**src/rtl/atl_pkg.sv**
```systemverilog
// Shared types and constants of the arithmetic token lexer.
`timescale 1ns / 1ps

package atl_pkg;

  localparam int VALUE_BITS = 31;
  localparam int LINE_BITS  = 16;

  // Width of value * 10 + digit before the saturation check.
  localparam int WIDE       = VALUE_BITS + 4;

  localparam int QDEPTH     = 4;
  localparam int QPTR_BITS  = $clog2(QDEPTH);
  localparam int QCNT_BITS  = $clog2(QDEPTH + 1);

  localparam int OBDEPTH    = 4;
  localparam int OBPTR_BITS = $clog2(OBDEPTH);
  localparam int OBCNT_BITS = $clog2(OBDEPTH + 1);

  localparam logic [7:0] CH_TERM    = 8'h00;
  localparam logic [7:0] CH_ZERO    = 8'h30;
  localparam logic [7:0] CH_NINE    = 8'h39;
  localparam logic [7:0] CH_PLUS    = 8'h2B;
  localparam logic [7:0] CH_MINUS   = 8'h2D;
  localparam logic [7:0] CH_NEWLINE = 8'h0A;
  localparam logic [7:0] CH_TAB     = 8'h09;
  localparam logic [7:0] CH_SPACE   = 8'h20;

  typedef enum logic [2:0] {
    KIND_NUMBER = 3'd0,
    KIND_PLUS   = 3'd1,
    KIND_MINUS  = 3'd2,
    KIND_ERROR  = 3'd3,
    KIND_END    = 3'd4
  } kind_t;

  typedef enum logic [2:0] {
    CLS_DIGIT,
    CLS_PLUS,
    CLS_MINUS,
    CLS_SKIP,
    CLS_NEWLINE,
    CLS_TERM,
    CLS_OTHER
  } cls_t;

  typedef struct packed {
    cls_t       cls;
    logic [3:0] digit;
  } cmd_t;

  typedef struct packed {
    kind_t                  kind;
    logic [VALUE_BITS-1:0]  value;
    logic [LINE_BITS-1:0]   line;
    logic                   last;
  } res_t;

endpackage

```
**src/rtl/atl_front.sv**
```systemverilog
// Front end: input handshake and character classification.
`timescale 1ns / 1ps

module atl_front
  import atl_pkg::*;
(
  input  logic       in_valid,
  output logic       in_ready,
  input  logic [7:0] in_char_code,
  input  logic       q_full,
  output logic       push,
  output cmd_t       cmd
);

  logic [3:0] diff;

  assign in_ready = !q_full;
  assign push     = in_valid && !q_full;
  assign diff     = in_char_code[3:0] - CH_ZERO[3:0];

  always_comb begin
    cmd.digit = diff;
    if (in_char_code >= CH_ZERO && in_char_code <= CH_NINE) begin
      cmd.cls = CLS_DIGIT;
    end else if (in_char_code == CH_TERM) begin
      cmd.cls = CLS_TERM;
    end else if (in_char_code == CH_PLUS) begin
      cmd.cls = CLS_PLUS;
    end else if (in_char_code == CH_MINUS) begin
      cmd.cls = CLS_MINUS;
    end else if (in_char_code == CH_SPACE || in_char_code == CH_TAB) begin
      cmd.cls = CLS_SKIP;
    end else if (in_char_code == CH_NEWLINE) begin
      cmd.cls = CLS_NEWLINE;
    end else begin
      cmd.cls = CLS_OTHER;
    end
  end

endmodule

```
**src/rtl/atl_queue.sv**
```systemverilog
// Short command queue between the front end and the back end.
`timescale 1ns / 1ps

module atl_queue
  import atl_pkg::*;
(
  input  logic clk,
  input  logic rst_n,
  input  logic push,
  input  cmd_t push_cmd,
  output logic full,
  input  logic pop,
  output logic q_valid,
  output cmd_t head_cmd
);

  cmd_t                 ent_r [QDEPTH];
  logic [QPTR_BITS-1:0] wr_r, wr_nxt;
  logic [QPTR_BITS-1:0] rd_r, rd_nxt;
  logic [QCNT_BITS-1:0] cnt_r, cnt_nxt;
  logic                 do_pop;

  assign full     = (cnt_r == QCNT_BITS'(QDEPTH));
  assign q_valid  = (cnt_r != '0);
  assign head_cmd = ent_r[rd_r];
  assign do_pop   = pop && q_valid;

  always_comb begin
    wr_nxt  = push ? wr_r + 1'b1 : wr_r;
    rd_nxt  = do_pop ? rd_r + 1'b1 : rd_r;
    cnt_nxt = cnt_r + QCNT_BITS'(push) - QCNT_BITS'(do_pop);
  end

  always_ff @(posedge clk) begin
    if (!rst_n) begin
      wr_r  <= '0;
      rd_r  <= '0;
      cnt_r <= '0;
    end else begin
      wr_r  <= wr_nxt;
      rd_r  <= rd_nxt;
      cnt_r <= cnt_nxt;
    end
  end

  always_ff @(posedge clk) begin
    if (push) begin
      ent_r[wr_r] <= push_cmd;
    end
  end

endmodule

```
**src/rtl/atl_back.sv**
```systemverilog
// Back end: lexer state, token generation and output buffer.
`timescale 1ns / 1ps

module atl_back
  import atl_pkg::*;
(
  input  logic                  clk,
  input  logic                  rst_n,
  input  logic                  q_valid,
  input  cmd_t                  head_cmd,
  output logic                  pop,
  output logic                  out_valid,
  input  logic                  out_ready,
  output logic [2:0]            out_token_kind,
  output logic [VALUE_BITS-1:0] out_number_value,
  output logic [LINE_BITS-1:0]  out_line_number,
  output logic                  out_last_of_run
);

  logic                  in_number_r, in_number_nxt;
  logic [VALUE_BITS-1:0] acc_r, acc_nxt;
  logic [LINE_BITS-1:0]  line_r, line_nxt;
  logic                  halted_r, halted_nxt;

  res_t                  ob_r [OBDEPTH];
  logic [OBPTR_BITS-1:0] ob_wr_r, ob_rd_r;
  logic [OBCNT_BITS-1:0] ob_cnt_r;
  logic                  out_pop;

  logic [WIDE-1:0]       acc_wide;
  logic [1:0]            n_res;
  res_t                  res0, res1;
  kind_t                 own_kind;
  logic                  own_emit;
  res_t                  head_res;

  // Accept a command only while two result slots are guaranteed free.
  assign pop     = q_valid && (ob_cnt_r <= OBCNT_BITS'(OBDEPTH - 2));
  assign out_pop = out_valid && out_ready;

  assign acc_wide = (WIDE'(acc_r) << 3) + (WIDE'(acc_r) << 1) + WIDE'(head_cmd.digit);

  always_comb begin
    in_number_nxt = in_number_r;
    acc_nxt       = acc_r;
    line_nxt      = line_r;
    halted_nxt    = halted_r;
    n_res         = 2'd0;
    own_emit      = 1'b0;
    own_kind      = KIND_END;
    res0          = '{kind: KIND_NUMBER, value: acc_r, line: line_r, last: 1'b1};
    res1          = '{kind: KIND_END, value: '0, line: line_r, last: 1'b1};

    if (pop) begin
      if (halted_r) begin
        if (head_cmd.cls == CLS_TERM) begin
          in_number_nxt = 1'b0;
          acc_nxt       = '0;
          line_nxt      = LINE_BITS'(1);
          halted_nxt    = 1'b0;
        end
      end else if (head_cmd.cls == CLS_DIGIT) begin
        in_number_nxt = 1'b1;
        if (!in_number_r) begin
          acc_nxt = VALUE_BITS'(head_cmd.digit);
        end else if (acc_wide > WIDE'({VALUE_BITS{1'b1}})) begin
          acc_nxt = '1;
        end else begin
          acc_nxt = acc_wide[VALUE_BITS-1:0];
        end
      end else begin
        in_number_nxt = 1'b0;
        acc_nxt       = '0;
        unique case (head_cmd.cls)
          CLS_TERM: begin
            own_emit = 1'b1;
            own_kind = KIND_END;
            line_nxt = LINE_BITS'(1);
          end
          CLS_PLUS: begin
            own_emit = 1'b1;
            own_kind = KIND_PLUS;
          end
          CLS_MINUS: begin
            own_emit = 1'b1;
            own_kind = KIND_MINUS;
          end
          CLS_NEWLINE: begin
            if (line_r != '1) begin
              line_nxt = line_r + 1'b1;
            end
          end
          CLS_OTHER: begin
            own_emit   = 1'b1;
            own_kind   = KIND_ERROR;
            halted_nxt = 1'b1;
          end
          default: begin
          end
        endcase

        if (in_number_r) begin
          res0.last = !own_emit;
          res1.kind = own_kind;
          n_res     = own_emit ? 2'd2 : 2'd1;
        end else begin
          res0.kind  = own_kind;
          res0.value = '0;
          n_res      = own_emit ? 2'd1 : 2'd0;
        end
      end
    end
  end

  always_ff @(posedge clk) begin
    if (!rst_n) begin
      in_number_r <= 1'b0;
      acc_r       <= '0;
      line_r      <= LINE_BITS'(1);
      halted_r    <= 1'b0;
      ob_wr_r     <= '0;
      ob_rd_r     <= '0;
      ob_cnt_r    <= '0;
    end else begin
      in_number_r <= in_number_nxt;
      acc_r       <= acc_nxt;
      line_r      <= line_nxt;
      halted_r    <= halted_nxt;
      ob_wr_r     <= ob_wr_r + OBPTR_BITS'(n_res);
      ob_rd_r     <= out_pop ? ob_rd_r + 1'b1 : ob_rd_r;
      ob_cnt_r    <= ob_cnt_r + OBCNT_BITS'(n_res) - OBCNT_BITS'(out_pop);
    end
  end

  always_ff @(posedge clk) begin
    if (n_res != 2'd0) begin
      ob_r[ob_wr_r] <= res0;
    end
    if (n_res == 2'd2) begin
      ob_r[ob_wr_r + 1'b1] <= res1;
    end
  end

  assign head_res         = ob_r[ob_rd_r];
  assign out_valid        = (ob_cnt_r != '0);
  assign out_token_kind   = head_res.kind;
  assign out_number_value = head_res.value;
  assign out_line_number  = head_res.line;
  assign out_last_of_run  = head_res.last;

endmodule

```
**src/rtl/arith_token_lexer.sv**
```systemverilog
// Top level of the arithmetic token lexer.
`timescale 1ns / 1ps

// Channel  | Direction | Handshake           | Payload
// ---------+-----------+---------------------+--------------------------------------
// in_      | input     | in_valid/in_ready   | in_char_code[7:0]
// out_     | output    | out_valid/out_ready | out_token_kind[2:0], out_number_value[30:0],
//          |           |                     | out_line_number[15:0], out_last_of_run
//
// One character item is taken per cycle while the four-entry command queue has room.
// The back end retires one queued character per cycle; the rate is set by that single
// state update (accumulate by ten, or emit up to two tokens into the output buffer).
// A character is retired only while two slots of the four-entry output buffer are free.
// A result is registered in the command queue and then in the output buffer before it is
// valid, and it stays in the output buffer until the consumer takes it.
// Synchronous active-low reset clears queues and returns the lexer state to line one.

module arith_token_lexer
  import atl_pkg::*;
(
  input  logic                  clk,
  input  logic                  rst_n,
  input  logic                  in_valid,
  output logic                  in_ready,
  input  logic [7:0]            in_char_code,
  output logic                  out_valid,
  input  logic                  out_ready,
  output logic [2:0]            out_token_kind,
  output logic [VALUE_BITS-1:0] out_number_value,
  output logic [LINE_BITS-1:0]  out_line_number,
  output logic                  out_last_of_run
);

  logic push;
  cmd_t push_cmd;
  logic q_full;
  logic q_pop;
  logic q_valid;
  cmd_t head_cmd;

  // Classify each accepted character and push it into the queue.
  atl_front u_front (
    .in_valid     (in_valid),
    .in_ready     (in_ready),
    .in_char_code (in_char_code),
    .q_full       (q_full),
    .push         (push),
    .cmd          (push_cmd)
  );

  // Decouple input from token generation so either side may stall.
  atl_queue u_queue (
    .clk      (clk),
    .rst_n    (rst_n),
    .push     (push),
    .push_cmd (push_cmd),
    .full     (q_full),
    .pop      (q_pop),
    .q_valid  (q_valid),
    .head_cmd (head_cmd)
  );

  // Advance the lexer state and hold results until the consumer takes them.
  atl_back u_back (
    .clk              (clk),
    .rst_n            (rst_n),
    .q_valid          (q_valid),
    .head_cmd         (head_cmd),
    .pop              (q_pop),
    .out_valid        (out_valid),
    .out_ready        (out_ready),
    .out_token_kind   (out_token_kind),
    .out_number_value (out_number_value),
    .out_line_number  (out_line_number),
    .out_last_of_run  (out_last_of_run)
  );

endmodule

```
**config.mk**
```make
export PLATFORM = sky130hd
export DESIGN_NAME = arith_token_lexer
export DESIGN_NICKNAME = d
export VERILOG_FILES = /design/src/rtl/atl_pkg.sv /design/src/rtl/atl_front.sv /design/src/rtl/atl_queue.sv /design/src/rtl/atl_back.sv /design/src/rtl/arith_token_lexer.sv
export SDC_FILE = /design/constraint.sdc
export NUM_CORES = 1
export LEC_CHECK = 0
export ABC_AREA = 0
export BUFFER_PORTS_ARGS = -buffer_cell sky130_fd_sc_hd__buf_2
export CORE_AREA = 2 2 178 180
export DETAILED_ROUTE_END_ITERATION = 12
export DIE_AREA = 0 0 180 182
export GPL_ROUTABILITY_DRIVEN = 0
export PLACE_DENSITY = 0.72
export SYNTH_ARGS = -nofsm -noshare
export SYNTH_HDL_FRONTEND = slang
export SYNTH_HIERARCHICAL = 1
export SYNTH_SLANG_ARGS = --single-unit
```
**constraint.sdc**
```tcl
create_clock -name clk -period 3.6 [get_ports clk]
set_input_delay 0.18 -clock clk [delete_from_list [all_inputs] [get_ports clk]]
set_output_delay 0.18 -clock clk [all_outputs]
set_load 0.02 [all_outputs]
```
==> out/summary.log, run 1 <==
[run_status] status finished, violations left
[run_status] violated checks setup timing
[cells_and_area] Filler cells 2619
[timing] final worst slack -123 ps
[placement] input/output buffers 64
[yosys] post-synthesis instance area 15200 sq um
[setup_path] data arrival time of the critical path 4090 ps
[cts] TritonCTS clock tree built
[cells_and_area] final layout net count 1693
[pwr] IR drop worst, VDD 0.437 mV
[cts] CTS root buf clkbuf_16
[timing] total setup violations reported at the end of the flow 31
[cts] Skew-Pair Late Insertion Delay 520 ps
[placement] pre-CTS WS -187 ps
[grt] global-route wire length before repair 60300 microns
[yosys] synthesized netlist cell count 1526
[hold_path] Worst Hold Class in -> reg
[timing] highest attainable clock frequency 269 MHz
[setup_path] worst r2r path cells 16
[grt] remaining global-route overflow 0
[timing] final critical delay including setup and external delays 3720 ps
[grt] pin count of the biggest net entering global routing 57
[timing] unrepaired setup endpoints after global routing true
[cells_and_area] n_diodes 0
[setup_path] WS Path Type reg -> reg
[drt] average wire per cell in the routed design 18.7 microns
[drt] number of search-and-repair iterations in the first detailed-routing pass 5
[cts] H-tree lvl count 2
[drt] per-cell via count in the routed design 5.92
[floorplanning] core footprint 31000 sq um
[cells_and_area] area taken by multi-input logic gates 7800 sq um
[yosys] number of enable-type register cells in the synthesized netlist 104
[setup_path] top fanout value on the critical path 7
[drt] vias after detailed routing 12000
[pwr] power density over the cells 590 nW/um^2
[timing] Tcrit/Tclk final 1.03
[setup_path] critical-path cell with the highest stage delay mux4_2
[yosys] per-instance average area after synthesis 9.96 sq um
[yosys] share of the yosys chip area belonging to registers 0.462
[flow_run] Max-cap violations 0
[drt] final wirelength 37900 microns
[setup_path] type of origin of the critical path register
[floorplanning] Total Die Area 32800 sq um
[floorplanning] I/O pins 65
[timing] worst clock skew on the final layout 21.7 ps
[floorplanning] row count 65
[cts] number of clock buffers inserted by TritonCTS 34
[grt] number of antenna violations at the first check in global routing 0
[yosys] warning count from the yosys run 6
[placement] Area after DPL 16200 sq um
[drt] number of DRC violations after detailed-routing iteration 0 1179
[cells_and_area] fraction of final layout cells with drive strength greater than 1 0.196
[drt] residual antenna-violating net count after detailed routing 0
[pwr] Pleak 6.69 nW
[drt] detailed-route DRC error count 0
[floorplanning] initial cell density of the core 0.491
[cts] maximum buffer depth of the clock tree 3
[setup_path] critical path required time 3960 ps
[cells_and_area] area occupied by registers 7030 sq um
[grt] number of global-route vias before repair 11800
[yosys] synthesized netlist net count 1619
[cts] count of clock tree sinks 299
[timing] Hold Vio Cnt, Final 0
[cells_and_area] Area Growth Syn to Fin 16.2%
[timing] total count of max-transition violations in the final report 0
[cells_and_area] number of standard cells in the final layout excluding fillers 2028
[yosys] number of distinct library cell variants in the gate-level netlist after synthesis 78
[timing] worst hold margin 20.0 ps
[setup_path] last element of the critical path u_back/acc_r[19]
[placement] total half-perimeter wirelength after legalization and detailed placement 23900 microns
[timing] tightest slew margin relative to the limit 0.298
[hold_path] hold path cells 1
[timing] slew at the pin closest to its max-slew limit 1050 ps
[setup_path] Largest stage delay, worst path 530 ps
[cts] clk slew on worst S/H paths 60 ps
[placement] cell count after placement 1956
[setup_path] CP Cell Sequence mux4_2, inv_2, fa_1, buf_4, fa_2, nand2b_4, a21oi_4, o21a_1, a21bo_2, a31o_4, a21oi_2, xnor2_2, nor4_4, buf_6, buf_8, a311oi_2
[floorplanning] DIE WIDTH 180 microns
[yosys] ys flop type dfxtp_1
[yosys] synthesized flop and latch total 299
[timing] Sum Neg Setup Slack -2380 ps
[setup_path] capturing element type of the critical path register
[floorplanning] die height 182 microns
[setup_path] register-to-register setup slack -120 ps
[setup_path] R2R Path End u_back/acc_r[19]
[yosys] fraction of synthesis flops using an asynchronous set or reset pin 0
[cells_and_area] final design instance area without fill 17700 sq um
[grt] total global routing track utilization 0.227
==> state kept, by name (all words and copies together), names as in the netlist, named ones only <==
name / cells
u_back/acc_r: 31
u_back/halted_r: 1
u_back/in_number_r: 1
u_back/line_r: 16
u_back/ob_cnt_r: 3
u_back/ob_r: 204
u_back/ob_rd_r: 2
u_back/ob_wr_r: 2
u_queue/cnt_r: 3
u_queue/ent_r: 28
u_queue/rd_r: 2
u_queue/wr_r: 2
==> where the power goes <==
part           total (mW)  switching (mW)  internal [mW]
clock network        3.55            1.37           2.18
logic                2.82            1.79           1.04
registers            4.06           0.252           3.81
==> per-stage QoR <==
| step | util | total power [mW] |
|---|---|---|
| global route | 0.570 | 10.9 |
| global placement | 0.524 | 6.82 |
| finish | 0.570 | 10.4 |
| floorplan | - | 5.96 |
| detailed placement | 0.524 | 6.89 |
| CTS | 0.568 | 10.5 |
==> worst min path at each step <==
stage / start / endpoint / slack, ps
after floorplan: rst_n / u_queue/cnt_r[1] / 300
after global placement: u_back/ob_r[2][45] / u_back/ob_r[2][45] / 440
after detailed placement: u_back/ob_r[1][43] / u_back/ob_r[1][43] / 450
after CTS: in_char_code[1] / u_queue/ent_r[3][1] / 6
after global routing: in_char_code[1] / u_queue/ent_r[1][1] / 30
final: in_char_code[1] / u_queue/ent_r[1][1] / 20
==> layer usage <==
layer | part of all wire | up-vias | global-route usage
met2 | 0.48 | 406 | 0.373
met3 | 0.064 | 67 | 0.0335
met1 | 0.44 | 5887 | 0.306
met5 | 0 | - | 0
met4 | 0.020 | 0 | 0.0810
li1 | - | 5647 | -
==> synthesized netlist by cell type (all sizes together) (13+ instances only) <==
master	n	area [sq um]
a21oi	217	1090
and2	99	619
and3	13	81.3
buf	17	116
clkbuf	88	330
dfxtp	195	3900
edfxtp	104	3120
ha	77	963
inv	31	116
mux4	58	1310
nand2	195	732
nand3	139	701
nor2	62	233
o21ai	33	165
xnor2	21	184
xor2	24	210
==> critical path: cells and delay by family (launching register included) <==
kind / cells / cell delay (ps)
adders and majority gates: 2 / 840
AOI/OAI and AO/OA: 6 / 800
buffers and inverters: 4 / 580
muxes: 1 / 530
DFF: 1 / 340
and+or+nand+nor: 2 / 330
xor gates and xnor gates: 1 / 150
==> logic make-up after synthesis <==
group	count (synthesis)	share of synthesized area
AND/OR/NAND/NOR	568	0.182
adder cells (fa/ha/maj)	81	0.0686
XOR/XNOR	46	0.0274
multiplexers	64	0.0901
AO/OA/AOI/OAI	331	0.132
flip-flops	299	0.462
buffers and inverters	137	0.0373
==> what timing repair did <==
item | CTS | global route
gates cloned | 3 | 0
gates resized for setup | 26 | 11
hold buffers | 2 | 0
pin swaps | 14 | 7
buffers inserted | 3 | 2
endpoints found under the setup margin | 31 | 32
hold endpoints to repair | 8 | 0
==> cell usage in the layout, fill, tap and decap left out, types with 9 or more instances in the layout <==
cell	instances
a211oi_2	10
a21o_1	10
a21oi_1	208
and2_1	99
and3_1	13
buf_2	64
buf_4	64
clkbuf_1	10
clkbuf_16	35
dfxtp_1	192
edfxtp_1	104
ha_1	73
inv_1	29
mux4_2	58
nand2_1	195
nand3_1	138
nor2_1	60
o21ai_0	26
or3_1	9
xnor2_1	20
xor2_1	24
==> final cells by class <==
type / instances / area share
clock buffers: 49 / 0.0548
clock inverters: 13 / 0.0108
well taps: 402 / 0.0285
inverters: 32 / 0.00680
multi-input cells: 1090 / 0.442
flip-flops and latches: 299 / 0.398
repair buffers: 143 / 0.0593
Note: power is estimated with default switching activity, not from simulation.
==> run 2, diff against run 1 <==
--- a/config.mk
+++ b/config.mk
@@ -11,7 +11,7 @@
 export DETAILED_ROUTE_END_ITERATION = 12
 export DIE_AREA = 0 0 180 182
 export GPL_ROUTABILITY_DRIVEN = 0
-export PLACE_DENSITY = 0.72
+export PLACE_DENSITY_LB_ADDON = 0.12
 export SYNTH_ARGS = -nofsm -noshare
 export SYNTH_HDL_FRONTEND = slang
 export SYNTH_HIERARCHICAL = 1
==> run 2 against run 1 <==
Against the previous run: the flow still finishes with violations (setup timing); utilization up 0.065 points; clock skew down 9.1 ps; combinational power up 1%; non-clock buffer count up 8; largest cell class unchanged; cell area up 0.11%; register-to-register slack worse by 50 ps; sequential power about the same; sequential share of layout area about the same; hold slack better by 20 ps; worst setup slack worse by 46 ps.
==> out/summary.log, run 2 (synthesized netlist as in run 1, its figures left out) <==
[floorplanning] I/O pins 65 [unchanged]
[grt] remaining global-route overflow 0 [unchanged]
[cts] maximum buffer depth of the clock tree 3 [unchanged]
[cells_and_area] max FFs per register 204 [unchanged]
[grt] pin count of the biggest net entering global routing 48 [was 57]
[setup_path] CP Cell Sequence mux4_2, inv_2, fa_1, buf_6, fa_2, nand2b_4, a21oi_4, o21a_1, a21bo_2, a31o_4, a21oi_4, xnor2_2, nor4_4, buf_6, buf_8, a311oi_2 [was mux4_2, inv_2, fa_1, buf_4, fa_2, nand2b_4, a21oi_4, o21a_1, a21bo_2, a31o_4, a21oi_2, xnor2_2, nor4_4, buf_6, buf_8, a311oi_2]
[drt] detailed-route DRC error count 0 [unchanged]
[drt] per-cell via count in the routed design 5.73 [was 5.92]
[hold_path] Worst Hold Class in -> reg [unchanged]
[pwr] Pwr Total 10.2 mW [was 10.4 mW]
[timing] final critical delay including setup and external delays 3770 ps [was 3720 ps]
[drt] final wirelength 37700 microns [was 37900 microns]
[floorplanning] initial cell density of the core 0.491 [unchanged]
[cts] count of clock tree sinks 299 [unchanged]
[cells_and_area] largest reg by FF count u_back/ob_r [unchanged]
[timing] Tcrit/Tclk final 1.05 [was 1.03]
[cells_and_area] final layout net count 1702 [was 1693]
[setup_path] critical-path cell with the highest stage delay mux4_2 [unchanged]
[setup_path] top fanout value on the critical path 6 [was 7]
[cells_and_area] largest registers u_back/ob_r: 204 flops, u_back/acc_r: 31 flops, u_queue/ent_r: 28 flops [unchanged]
[timing] worst clock skew on the final layout 12.6 ps [was 21.7 ps]
[setup_path] number of buffer and inverter stages on the critical path 4 [unchanged]
[cells_and_area] Filler cells 2681 [was 2619]
[drt] average wire per cell in the routed design 18.5 microns [was 18.7 microns]
[grt] global-route wire length before repair 61100 microns [was 60300 microns]
[grt] number of antenna violations at the first check in global routing 0 [unchanged]
[run_status] violated checks setup timing [unchanged]
[cells_and_area] final design instance area without fill 17700 sq um [about the same]
[floorplanning] die height 182 microns [unchanged]
[cts] Skew-Pair Late Insertion Delay 510 ps [was 520 ps]
[setup_path] capturing element type of the critical path register [unchanged]
[drt] vias after detailed routing 11700 [was 12000]
[setup_path] Largest stage delay, worst path 520 ps [was 530 ps]
[timing] worst hold margin 40.4 ps [was 20.0 ps]
[cts] number of clock buffers inserted by TritonCTS 35 [was 34]
[grt] number of global-route vias before repair 11500 [was 11800]
[drt] number of search-and-repair iterations in the first detailed-routing pass 5 [unchanged]
[setup_path] type of origin of the critical path register [unchanged]
[timing] unrepaired setup endpoints after global routing true [unchanged]
[grt] total global routing track utilization 0.230 [was 0.227]
[run_status] status finished, violations left [unchanged]
[timing] highest attainable clock frequency 265 MHz [was 269 MHz]
[floorplanning] core footprint 31000 sq um [unchanged]
[cells_and_area] commonest non-fill, non-tap cell in the layout a21oi_1 [unchanged]
[setup_path] critical path required time 3960 ps [about the same]
[timing] final worst slack -169 ps [was -123 ps]
[cts] TritonCTS clock tree built [unchanged]
[timing] slew at the pin closest to its max-slew limit 947 ps [was 1050 ps]
[pwr] power density over the cells 575 nW/um^2 [was 590 nW/um^2]
[drt] residual antenna-violating net count after detailed routing 0 [unchanged]
[placement] input/output buffers 64 [unchanged]
[floorplanning] row count 65 [unchanged]
[cells_and_area] commonest non-fill, non-tap cells in the layout a21oi_1, nand2_1, dfxtp_1 [unchanged]
[flow_run] Max-cap violations 0 [unchanged]
[setup_path] dominant delay contributor by cell family on the critical path compound AO/OA/AOI/OAI gates [was adder cells]
[placement] Area after DPL 16300 sq um [was 16200 sq um]
[timing] Hold Vio Cnt, Final 0 [unchanged]
[cells_and_area] fraction of final layout cells with drive strength greater than 1 0.206 [was 0.196]
[floorplanning] DIE WIDTH 180 microns [unchanged]
[timing] total setup violations reported at the end of the flow 31 [unchanged]
[cells_and_area] number of standard cells in the final layout excluding fillers 2037 [was 2028]
[placement] pre-CTS WS -296 ps [was -187 ps]
[pwr] IR drop worst, VDD 0.487 mV [was 0.437 mV]
[placement] total half-perimeter wirelength after legalization and detailed placement 24700 microns [was 23900 microns]
[timing] tightest slew margin relative to the limit 0.369 [was 0.298]
[cts] CTS root buf clkbuf_16 [unchanged]
[pwr] Pleak 6.71 nW [was 6.69 nW]
[floorplanning] Total Die Area 32800 sq um [unchanged]
[cells_and_area] Area Growth Syn to Fin 16.3% [was 16.2%]
[setup_path] data arrival time of the critical path 4130 ps [was 4090 ps]
[cells_and_area] n_diodes 0 [unchanged]
[timing] total count of max-transition violations in the final report 0 [unchanged]
[cts] H-tree lvl count 2 [unchanged]
[setup_path] WS Path Type reg -> reg [unchanged]
[drt] number of DRC violations after detailed-routing iteration 0 947 [was 1179]
[cts] clk slew on worst S/H paths 60 ps [about the same]
[placement] cell count after placement 1963 [was 1956]
[run 2: cell types whose count changed in the layout (fill, tap and decap cells not counted), sizes merged]
cell | previous run | this run
buf | 141 | 147
bufinv | 4 | 0
clkbuf | 49 | 54
dlygate4sd3 | 2 | 3
inv | 33 | 34
[run 2: layer usage]
layer | part of all wire | track usage | routed length, microns
met2 | 0.47 | 0.375 | 17700
met1 | 0.46 | 0.320 | 17500
met3 | 0.047 | 0.0327 | 1750
met5 | 0 | 0 | 0
met4 | 0.020 | 0.0719 | 767
[run 2: report_power, final]
part,internal [mW],leakage [nW],switching (mW),total [mW]
Clock,1.91,0.518,1.37,3.28
Combinational,1.03,3.68,1.83,2.86
Sequential,3.81,2.51,0.224,4.03
[run 2: worst register-to-register path, stage by stage (launching register included)]
cell and delay [ps]:
dfxtp_4 360, mux4_2 520, inv_2 80, fa_1 450, buf_6 140, fa_2 330, nand2b_4 160, a21oi_4 150
o21a_1 170, a21bo_2 180, a31o_4 200, a21oi_4 70, xnor2_2 160, nor4_4 230, buf_6 190, buf_8 150
a311oi_2 90
[run 2: cell type report]
type | count | area, sq um | area share
clock buffers | 53 | 993 | 0.0562
clock inverters | 10 | 66.3 | 0.00375
inverters | 32 | 120 | 0.00679
multi-input cells | 1090 | 7860 | 0.444
flip-flops and latches | 299 | 7040 | 0.398
well taps | 402 | 503 | 0.0284
repair buffers | 151 | 1110 | 0.0627
[run 2: path summary, 6_finish.rpt]
check	start	cells past startpoint	slack, ps	end
setup reg to reg	register	16	-170	u_back/acc_r[20]
hold reg to reg	u_back/ob_r[1][37]	2	450	u_back/ob_r[1][37]
setup / recovery	register	16	-170	u_back/acc_r[20]
hold / removal	in_char_code[3]	1	40	u_queue/ent_r[2][3]
[run 2: stage by stage]
| step | TNS [ps] | util |
|---|---|---|
| 2_1_floorplan | -132 | - |
| 3_3_place_gp | -3350 | 0.525 |
| 3_5_place_dp | -6800 | 0.525 |
| 4_1_cts | -1670 | 0.565 |
| 5_1_grt | -7400 | 0.571 |
| 6_report | -3910 | 0.571 |
[run 2: timing repair]
item                                   in CTS  in global routing
endpoints found under the hold margin      12                  0
buffers inserted                            2                  4
setup endpoints to repair                  31                 32
hold buffers                                3                  0
pin swaps                                   4                 15
resized for setup                          22                 27
gates cloned                                1                  1
